<file path="src/rtl/assert_macros.svh">
// ----------------------------------------------------------------------------
// Assertion macros
// Shared concurrent assertion helpers for the Michael digest RTL.
// ----------------------------------------------------------------------------
`ifndef ASSERT_MACROS_SVH
`define ASSERT_MACROS_SVH

// cond must never hold outside reset
`define ASSERT_NEVER(label, clk, rst_n, cond) \
  label: assert property (@(posedge clk) disable iff (!rst_n) !(cond)) \
    else $error("assertion failed");

// ante implies cons in the same cycle
`define ASSERT_IMPLIES(label, clk, rst_n, ante, cons) \
  label: assert property (@(posedge clk) disable iff (!rst_n) (ante) |-> (cons)) \
    else $error("assertion failed");

`endif

</file>
<file path="src/rtl/mmd_pkg.sv">
// ----------------------------------------------------------------------------
// mmd_pkg
// Types, codes and the block round shared by the Michael digest modules.
// ----------------------------------------------------------------------------
package mmd_pkg;

  localparam int unsigned CFG_IDX_W = 2;
  localparam logic [CFG_IDX_W-1:0] CFG_KEY_LEFT  = 2'd0;
  localparam logic [CFG_IDX_W-1:0] CFG_KEY_RIGHT = 2'd1;

  localparam logic [7:0] PAD_BYTE = 8'h5a;

  // round phases within one command
  localparam logic [1:0] PH_WORD = 2'd0;
  localparam logic [1:0] PH_PAD  = 2'd1;
  localparam logic [1:0] PH_ZERO = 2'd2;

  typedef struct packed {
    logic [7:0] data_byte;
    logic       has_byte;
    logic       end_of_message;
  } mmd_in_t;

  typedef struct packed {
    logic [31:0] tag_left;
    logic [31:0] tag_right;
  } mmd_out_t;

  // one unit of work for the back end
  typedef struct packed {
    logic        load_key;
    logic [31:0] key_left;
    logic [31:0] key_right;
    logic        has_word;
    logic [31:0] word;
    logic        is_final;
    logic [31:0] pad;
  } mmd_cmd_t;

  function automatic logic [31:0] rotl(input logic [31:0] v, input int unsigned n);
    rotl = (v << n) | (v >> (32 - n));
  endfunction

  function automatic logic [31:0] swap_pairs(input logic [31:0] v);
    swap_pairs = ((v & 32'h00ff00ff) << 8) | ((v & 32'hff00ff00) >> 8);
  endfunction

  // returns {left, right}
  function automatic logic [63:0] block_round(input logic [31:0] l_in,
                                              input logic [31:0] r_in);
    logic [31:0] l;
    logic [31:0] r;
    l = l_in;
    r = r_in;
    r = r ^ rotl(l, 17);
    l = l + r;
    r = r ^ swap_pairs(l);
    l = l + r;
    r = r ^ rotl(l, 3);
    l = l + r;
    r = r ^ rotl(l, 30);
    l = l + r;
    block_round = {l, r};
  endfunction

endpackage

</file>
<file path="src/rtl/mmd_fifo.sv">
// ----------------------------------------------------------------------------
// mmd_fifo
// Short command queue between the front and back ends.
// ----------------------------------------------------------------------------
`include "assert_macros.svh"

module mmd_fifo
  import mmd_pkg::*;
#(
  parameter int unsigned DEPTH = 4
) (
  input  logic     clk_i,
  input  logic     rst_ni,
  input  logic     push_i,
  input  mmd_cmd_t push_data_i,
  output logic     full_o,
  input  logic     pop_i,
  output logic     valid_o,
  output mmd_cmd_t head_o
);

  localparam int unsigned PTR_W = (DEPTH > 1) ? $clog2(DEPTH) : 1;
  localparam int unsigned CNT_W = $clog2(DEPTH + 1);
  localparam logic [PTR_W-1:0] LAST_PTR = PTR_W'(DEPTH - 1);
  localparam logic [CNT_W-1:0] FULL_CNT = CNT_W'(DEPTH);

  mmd_cmd_t         mem_q [DEPTH];
  logic [PTR_W-1:0] wr_ptr_q, wr_ptr_d;
  logic [PTR_W-1:0] rd_ptr_q, rd_ptr_d;
  logic [CNT_W-1:0] cnt_q, cnt_d;

  assign full_o  = (cnt_q == FULL_CNT);
  assign valid_o = (cnt_q != '0);
  assign head_o  = mem_q[rd_ptr_q];

  always_comb begin
    wr_ptr_d = wr_ptr_q;
    rd_ptr_d = rd_ptr_q;
    cnt_d    = cnt_q;
    if (push_i) begin
      wr_ptr_d = (wr_ptr_q == LAST_PTR) ? '0 : wr_ptr_q + 1'b1;
    end
    if (pop_i) begin
      rd_ptr_d = (rd_ptr_q == LAST_PTR) ? '0 : rd_ptr_q + 1'b1;
    end
    if (push_i && !pop_i) begin
      cnt_d = cnt_q + 1'b1;
    end else if (pop_i && !push_i) begin
      cnt_d = cnt_q - 1'b1;
    end
  end

  always_ff @(posedge clk_i or negedge rst_ni) begin
    if (!rst_ni) begin
      wr_ptr_q <= '0;
      rd_ptr_q <= '0;
      cnt_q    <= '0;
    end else begin
      wr_ptr_q <= wr_ptr_d;
      rd_ptr_q <= rd_ptr_d;
      cnt_q    <= cnt_d;
    end
  end

  always_ff @(posedge clk_i) begin
    if (push_i) begin
      mem_q[wr_ptr_q] <= push_data_i;
    end
  end

  `ASSERT_NEVER(a_no_overflow, clk_i, rst_ni, push_i && full_o)
  `ASSERT_NEVER(a_no_underflow, clk_i, rst_ni, pop_i && !valid_o)
  `ASSERT_NEVER(a_cnt_range, clk_i, rst_ni, cnt_q > FULL_CNT)

endmodule

</file>
<file path="src/rtl/mmd_front.sv">
// ----------------------------------------------------------------------------
// mmd_front
// Takes byte words, gathers bytes into 32-bit words and issues round commands.
// ----------------------------------------------------------------------------
module mmd_front
  import mmd_pkg::*;
(
  input  logic                 clk_i,
  input  logic                 rst_ni,
  input  logic                 cfg_valid_i,
  input  logic [CFG_IDX_W-1:0] cfg_index_i,
  input  logic [31:0]          cfg_data_i,
  input  logic                 in_valid_i,
  input  mmd_in_t              in_data_i,
  output logic                 in_stall_o,
  input  logic                 q_full_i,
  output logic                 push_o,
  output mmd_cmd_t             push_data_o
);

  logic [31:0] key_l_q, key_r_q;
  logic [31:0] snap_l_q, snap_r_q;
  logic        fresh_q;
  logic        load_pend_q, load_pend_d;
  logic [1:0]  cnt_q, cnt_d;
  logic [23:0] pw_q, pw_d;

  logic        accept;
  logic        active;
  logic        full_word;
  logic [1:0]  cnt_cur;
  logic [23:0] pw_cur;
  logic        load_now;

  assign in_stall_o = q_full_i;
  assign accept     = in_valid_i && !q_full_i;
  assign active     = accept && (in_data_i.has_byte || in_data_i.end_of_message);
  assign cnt_cur    = fresh_q ? 2'd0 : cnt_q;
  assign pw_cur     = fresh_q ? 24'd0 : pw_q;
  assign full_word  = in_data_i.has_byte && (cnt_cur == 2'd3);
  assign load_now   = fresh_q || load_pend_q;
  assign push_o     = active && (full_word || in_data_i.end_of_message);

  always_comb begin
    cnt_d = cnt_cur;
    pw_d  = pw_cur;
    if (in_data_i.has_byte) begin
      if (full_word) begin
        cnt_d = 2'd0;
        pw_d  = '0;
      end else begin
        cnt_d = cnt_cur + 2'd1;
        pw_d  = pw_cur | (24'(in_data_i.data_byte) << {cnt_cur, 3'b000});
      end
    end
  end

  always_comb begin
    load_pend_d = load_pend_q;
    if (push_o) begin
      load_pend_d = 1'b0;
    end else if (active) begin
      load_pend_d = load_now;
    end
  end

  always_comb begin
    push_data_o.load_key  = load_now;
    push_data_o.key_left  = fresh_q ? key_l_q : snap_l_q;
    push_data_o.key_right = fresh_q ? key_r_q : snap_r_q;
    push_data_o.has_word  = full_word;
    push_data_o.word      = {in_data_i.data_byte, pw_cur};
    push_data_o.is_final  = in_data_i.end_of_message;
    push_data_o.pad       = {8'h00, pw_d} | (32'(PAD_BYTE) << {cnt_d, 3'b000});
  end

  always_ff @(posedge clk_i or negedge rst_ni) begin
    if (!rst_ni) begin
      key_l_q     <= '0;
      key_r_q     <= '0;
      fresh_q     <= 1'b1;
      load_pend_q <= 1'b0;
      cnt_q       <= '0;
      pw_q        <= '0;
    end else begin
      if (cfg_valid_i) begin
        case (cfg_index_i)
          CFG_KEY_LEFT:  key_l_q <= cfg_data_i;
          CFG_KEY_RIGHT: key_r_q <= cfg_data_i;
          default: ;
        endcase
      end
      if (active) begin
        load_pend_q <= in_data_i.end_of_message ? 1'b0 : load_pend_d;
        fresh_q     <= in_data_i.end_of_message;
        cnt_q       <= in_data_i.end_of_message ? 2'd0 : cnt_d;
        pw_q        <= in_data_i.end_of_message ? 24'd0 : pw_d;
      end
    end
  end

  // key as seen at the first item of the message
  always_ff @(posedge clk_i) begin
    if (active && fresh_q) begin
      snap_l_q <= key_l_q;
      snap_r_q <= key_r_q;
    end
  end

endmodule

</file>
<file path="src/rtl/mmd_back.sv">
// ----------------------------------------------------------------------------
// mmd_back
// Runs Michael block rounds, one per cycle unless stalled; holds the tag word.
// ----------------------------------------------------------------------------
`include "assert_macros.svh"

module mmd_back
  import mmd_pkg::*;
(
  input  logic     clk_i,
  input  logic     rst_ni,
  input  logic     cmd_valid_i,
  input  mmd_cmd_t cmd_i,
  output logic     pop_o,
  output logic     out_valid_o,
  output mmd_out_t out_data_o,
  input  logic     out_stall_i
);

  logic [31:0] l_q, r_q;
  logic [1:0]  step_q, step_d;
  logic        out_valid_q;
  mmd_out_t    out_q;

  logic [1:0]  phase;
  logic        last;
  logic        emit;
  logic        out_free;
  logic        go;
  logic        first;
  logic [31:0] base_l, base_r, mix;
  logic [63:0] rnd;

  assign phase    = step_q + (cmd_i.has_word ? 2'd0 : 2'd1);
  assign last     = cmd_i.is_final ? (phase == PH_ZERO) : 1'b1;
  assign emit     = cmd_i.is_final && last;
  assign out_free = !out_valid_q || !out_stall_i;
  assign go       = cmd_valid_i && (!emit || out_free);
  assign first    = (step_q == 2'd0) && cmd_i.load_key;
  assign base_l   = first ? cmd_i.key_left : l_q;
  assign base_r   = first ? cmd_i.key_right : r_q;
  assign pop_o    = go && last;

  always_comb begin
    case (phase)
      PH_WORD: mix = cmd_i.word;
      PH_PAD:  mix = cmd_i.pad;
      default: mix = '0;
    endcase
  end

  assign rnd    = block_round(base_l ^ mix, base_r);
  assign step_d = pop_o ? 2'd0 : step_q + 2'd1;

  always_ff @(posedge clk_i or negedge rst_ni) begin
    if (!rst_ni) begin
      step_q      <= '0;
      out_valid_q <= 1'b0;
    end else begin
      if (go) begin
        step_q <= step_d;
      end
      if (go && emit) begin
        out_valid_q <= 1'b1;
      end else if (!out_stall_i) begin
        out_valid_q <= 1'b0;
      end
    end
  end

  always_ff @(posedge clk_i) begin
    if (go) begin
      l_q <= rnd[63:32];
      r_q <= rnd[31:0];
    end
    if (go && emit) begin
      out_q.tag_left  <= rnd[63:32];
      out_q.tag_right <= rnd[31:0];
    end
  end

  assign out_valid_o = out_valid_q;
  assign out_data_o  = out_q;

  `ASSERT_IMPLIES(a_mid_cmd_held, clk_i, rst_ni, step_q != 2'd0, cmd_valid_i)
  `ASSERT_NEVER(a_step_range, clk_i, rst_ni, step_q == 2'd3)
  `ASSERT_IMPLIES(a_emit_on_final, clk_i, rst_ni, go && emit, cmd_i.is_final)

endmodule

</file>
<file path="src/rtl/michael_mic_digest.sv">
// Throughput: one item per cycle while the command queue is not full; the round unit runs a
// word round per full word and a pad and a zero round per message end, and a QUEUE_DEPTH-entry
// command queue absorbs bursts of short messages.
// Reset: asynchronous, active low; keys clear to zero, queue empties, next item starts a message.
// ----------------------------------------------------------------------------
// michael_mic_digest
// Keyed Michael MIC over a byte stream, with decoupled gather and round stages.
// ----------------------------------------------------------------------------
module michael_mic_digest
  import mmd_pkg::*;
#(
  parameter int unsigned QUEUE_DEPTH = 4
) (
  input  logic                 clk_i,
  input  logic                 rst_ni,
  input  logic                 cfg_valid_i,
  output logic                 cfg_ready_o,
  input  logic [CFG_IDX_W-1:0] cfg_index_i,
  input  logic [31:0]          cfg_data_i,
  input  logic                 in_valid_i,
  input  mmd_in_t              in_data_i,
  output logic                 in_stall_o,
  output logic                 out_valid_o,
  output mmd_out_t             out_data_o,
  input  logic                 out_stall_i
);

  logic     q_full;
  logic     q_push;
  mmd_cmd_t q_push_data;
  logic     q_pop;
  logic     q_valid;
  mmd_cmd_t q_head;

  assign cfg_ready_o = 1'b1;

  mmd_front u_front (
    .clk_i       (clk_i),
    .rst_ni      (rst_ni),
    .cfg_valid_i (cfg_valid_i),
    .cfg_index_i (cfg_index_i),
    .cfg_data_i  (cfg_data_i),
    .in_valid_i  (in_valid_i),
    .in_data_i   (in_data_i),
    .in_stall_o  (in_stall_o),
    .q_full_i    (q_full),
    .push_o      (q_push),
    .push_data_o (q_push_data)
  );

  mmd_fifo #(
    .DEPTH (QUEUE_DEPTH)
  ) u_fifo (
    .clk_i       (clk_i),
    .rst_ni      (rst_ni),
    .push_i      (q_push),
    .push_data_i (q_push_data),
    .full_o      (q_full),
    .pop_i       (q_pop),
    .valid_o     (q_valid),
    .head_o      (q_head)
  );

  mmd_back u_back (
    .clk_i       (clk_i),
    .rst_ni      (rst_ni),
    .cmd_valid_i (q_valid),
    .cmd_i       (q_head),
    .pop_o       (q_pop),
    .out_valid_o (out_valid_o),
    .out_data_o  (out_data_o),
    .out_stall_i (out_stall_i)
  );

endmodule

</file>
<file path="config.mk">
export PLATFORM = sky130hd
export DESIGN_NAME = michael_mic_digest
export DESIGN_NICKNAME = d
export VERILOG_FILES = /design/src/rtl/mmd_pkg.sv /design/src/rtl/mmd_fifo.sv /design/src/rtl/mmd_front.sv /design/src/rtl/mmd_back.sv /design/src/rtl/michael_mic_digest.sv
export VERILOG_INCLUDE_DIRS = /design/src /design/src/rtl
export SDC_FILE = /design/constraint.sdc
export NUM_CORES = 1
export LEC_CHECK = 0
export BUFFER_PORTS_ARGS = -buffer_cell sky130_fd_sc_hd__buf_4
export CORE_MARGIN = 1.5
export CORE_UTILIZATION = 25
export CTS_CLUSTER_DIAMETER = 150
export DETAILED_ROUTE_END_ITERATION = 16
export GPL_ROUTABILITY_DRIVEN = 0
export PLACE_DENSITY = 0.45
export SLEW_MARGIN = 10
export SYNTH_ARGS = -nofsm -noshare
export SYNTH_HDL_FRONTEND = slang
export SYNTH_SLANG_ARGS = --single-unit
</file>
<file path="constraint.sdc">
create_clock -name clk_i -period 13.4 [get_ports clk_i]
set_input_delay 0.67 -clock clk_i [delete_from_list [all_inputs] [get_ports clk_i]]
set_output_delay 0.67 -clock clk_i [all_outputs]
set_load 0.02 [all_outputs]
</file>
==> parameters.txt <==
Parameter                              Value

Timing
  Final hold violation count ... 0
  Setup TNS Final ... 0 ps
  Post-layout min period ... around 13000 ps
  Achievable Freq ... between 70 and 80 MHz
  Layout Skew ... roughly 29 ps
  Tightest slew margin relative to the limit ... 0.241
  Worst Hold Slack ... between 150 and 200 ps
  Pins over their slew limit ... 0
  Worst Max-Slew Pin Slew ... about 1100 ps
  Final setup violation count ... 0
  Share of the clock period used by the worst path ... 0.948
  Post-route setup slack ... slightly below 700 ps

Yosys
  Async set-reset flop share out of synthesis ... 0.129
  Post-Synth XOR/XNOR Area ... 0.0660
  Synthesized netlist net count ... about 2600
  Post-synth EDFFs ... between 600 and 700
  Avg Cell Area, Syn ... 15.4 sq um
  Area fraction in and, or, nand and nor cells after synthesis ... 0.0458
  Most area-hungry cell type in the Yosys netlist ... edfxtp_1
  Top cells by instance count after synthesis ... edfxtp_1 (688), xnor2_1 (143), ha_1 (132), xor2_1 (131), mux2_2 (130)
  Fraction of synthesized cell area taken by the top area cell type ... 0.554
  Syn. warnings ... 0
  Most common flop cell mapped by yosys ... edfxtp_1
  Compound-gate portion of the synthesized area ... 0.0712
  Most common cell in the synthesized netlist ... edfxtp_1
  Number of different library cells in the post-synthesis netlist ... 82
  Cells after Synth ... between 2000 and 2500
  Fraction of synthesized area in multiplexers ... 0.132
  Sequential fraction of the synthesis area ... 0.622
  Main combinational cell family by area after synthesis ... multiplexers
  Number of storage elements in the synthesis netlist ... between 700 and 800
  Arithmetic-cell share of the synthesized area counting full adders, half adders and majority gates ... 0.0470
  Mapped Area ... 0.0373 sq mm
  Cell types with the largest area share after synthesis ... edfxtp_1 (55%), mux4_2 (7.3%), dfrtp_1 (6.8%)

Floorplan
  Starting Density ... 0.252
  Vertical die dimension ... between 300 and 400 microns
  Chip width ... between 300 and 400 microns
  Number of rows in the core area ... approximately 140
  Die outline area ... around 0.15 sq mm
  Core Region ... roughly 0.15 sq mm
  I/O pin count ... approximately 120

Critical path
  Crit path max-delay family ... compound AO/OA/AOI/OAI gates
  Worst path most repeated cell ... buf_4
  CP max-delay cell ... mux4_2
  Termination of the worst setup path ... u_back.l_q[31]
  Path type of the worst setup path ... register to register
  Type of origin of the critical path ... register
  Critical Path Sink Type ... register
  Required arrival time at the worst endpoint ... between 10000 and 15000 ps
  Stages on worst setup path ... 59
  Peak fanout along the critical path ... 5
  Crit path DAT ... 13110 ps
  Peak per-stage delay on the critical path ... approximately 480 ps
  Path depth of the worst reg2reg path ... 59
  Worst setup slack for register-to-register paths ... 690 ps
  Critical path origin ... u_fifo.rd_ptr_q[0]
  Terminus of the critical flop-to-flop path ... u_back.l_q[31]
  Crit path buf inv count ... 8
  R2R Path Start ... u_fifo.rd_ptr_q[0]

Clock network
  Clock Path Buffers ... 3
  Number of buffers created by CTS ... 90
  TritonCTS clock tree ... built
  Clock Latency Late Sink ... between 600 and 700 ps
  CTS hold repair buffers ... 0
  H-Tree Level Count ... 3
  Clock sinks ... 790
  Clock input transition at the sequential cells of the worst setup and hold paths ... approximately 50 ps
  Library cell used as clock root buffer ... clkbuf_16

Cells and area
  Layout Nets ... between 2000 and 3000
  Area used by sequential logic in the layout ... 0.0232 sq mm
  Share of post-route cells with drive strength above 1 ... 0.287
  Layout overhead on the synthesized area ... 22.3%
  Area of combinational cells with multiple inputs ... roughly 0.014 sq mm
  # fillers ... 14635

Place
  Post-Place Worst Slack ... -423 ps
  Detailed-placement wirelength estimate ... between 80000 and 90000 microns
  Port Buf Inserts ... about 110

Global route
  GR Overflow Total ... 0
  Wire length of the first global-routing pass ... between 150000 and 200000 microns
  Global-route usage over all layers ... 0.147
  Number of antenna violations at the first check in global routing ... 9
  Maximum number of pins on one net before global-route repair ... 73
  Vias in the first global route ... 22933

Min path
  Worst hold-check path type ... input pin to asynchronous set/reset pin

Detailed routing
  Number of vias after detailed routing ... roughly 22000
  Remaining DRCs ... 0
  Initial drt markers ... around 1500
  First-pass iteration count of the detailed router ... 5
  Routed wire length per instance ... around 24 microns
  Final WL ... about 110000 microns
  Routed vias/inst ... between 4 and 5
  Antenna viol nets, final ... 0

Status
  Status ... complete, no violations

Run
  Number of violations of the max-capacitance limit ... 0
stage by stage:
| step | instance area (sq um) | utilization | cells |
|---|---|---|---|
| after floorplan | 37300 | - | 2415 |
| after global placement | 42000 | 0.284 | 4606 |
| after detailed placement | 42000 | 0.284 | 4606 |
| after CTS | 45000 | 0.305 | 4775 |
| after global routing | 45600 | 0.309 | 4791 |
| final | 45600 | 0.309 | 4793 |
cells in the final DEF (no fill, tap or decap), drive strengths merged, types with 10 or more instances in the layout:
master,Yosys,final
a22o,31,31
buf,32,343
o21a,19,19
clkinv,2,42
and3,14,14
mux4,124,124
nand2b,11,11
a211oi,13,13
a21boi,12,12
o21bai,18,18
mux2i,63,63
dfrtp,101,101
xnor2,144,144
o21ai,63,63
xor2,131,131
edfxtp,688,688
a22oi,21,21
clkbuf,37,111
nand3,21,21
ha,132,132
nor3,28,28
a31oi,14,14
nand2,69,69
and2,10,10
mux2,131,131
nor2,100,100
a21o,34,34
a21oi,117,117
nor2b,52,52
inv,78,85
layer usage:
metal,track usage,vias to the layer above,wire [microns]
met1,0.212,11607,54200
met5,0,-,0
met2,0.228,579,51000
met4,0.0455,0,3240
li1,-,10066,-
met3,0.0193,155,4770
registers in the layout, indices dropped and copies added, names as in the netlist:
signal,cells
u_back.l_q,32
u_back.out_data_o,64
u_back.out_valid_o,1
u_back.r_q,32
u_back.step_q,2
u_fifo.cnt_q,3
u_fifo.mem_q,496
u_fifo.rd_ptr_q,2
u_fifo.wr_ptr_q,2
u_front.cnt_q,2
u_front.fresh_q,1
u_front.key_l_q,32
u_front.key_r_q,32
u_front.load_pend_q,1
u_front.pw_q,24
u_front.snap_l_q,32
u_front.snap_r_q,32
final cells by class:
class,count,area share
Sequential cell,790,0.509
Multi-Input combinational cell,1476,0.306
Timing Repair Buffer,346,0.0610
Tap cell,1930,0.0529
Clock buffer,109,0.0520
Clock inverter,59,0.0120
Inverter,80,0.00658
Antenna cell,3,0.000165
cell families (layout without fill, tap and decap cells):
family / after synthesis / count (layout)
AO/OA/AOI/OAI: 399 / 399
multiplexers: 318 / 318
buffers and inverters: 149 / 594
flip-flops: 790 / 790
AND/OR/NAND/NOR: 344 / 344
other: 1 / 4
adder cells (fa/ha/maj): 137 / 137
XOR/XNOR: 277 / 277
worst min path at each step:
stage	from	endpoint	slack [ps]	depth (start not counted)
after floorplan	rst_ni	u_back.out_valid_o	370	0
after global placement	u_front.key_r_q[3]	u_front.snap_r_q[3]	450	0
after detailed placement	u_front.key_r_q[31]	u_front.snap_r_q[31]	450	0
after CTS	cfg_data_i[9]	u_front.key_l_q[9]	160	2
after global routing	cfg_data_i[9]	u_front.key_l_q[9]	190	2
final	rst_ni	u_back.out_valid_o	160	1
what timing repair did:
item | 4_1_cts | 5_1_grt
gates cloned | 1 | 2
resized for setup | 10 | 86
pin swaps | 0 | 25
endpoints found under the hold margin | 0 | 0
setup endpoints to repair | 22 | 36
buffers inserted | 0 | 13
Power is not shown: default switching activity piles up to over one toggle a cycle in this logic, so the estimate is an artifact.
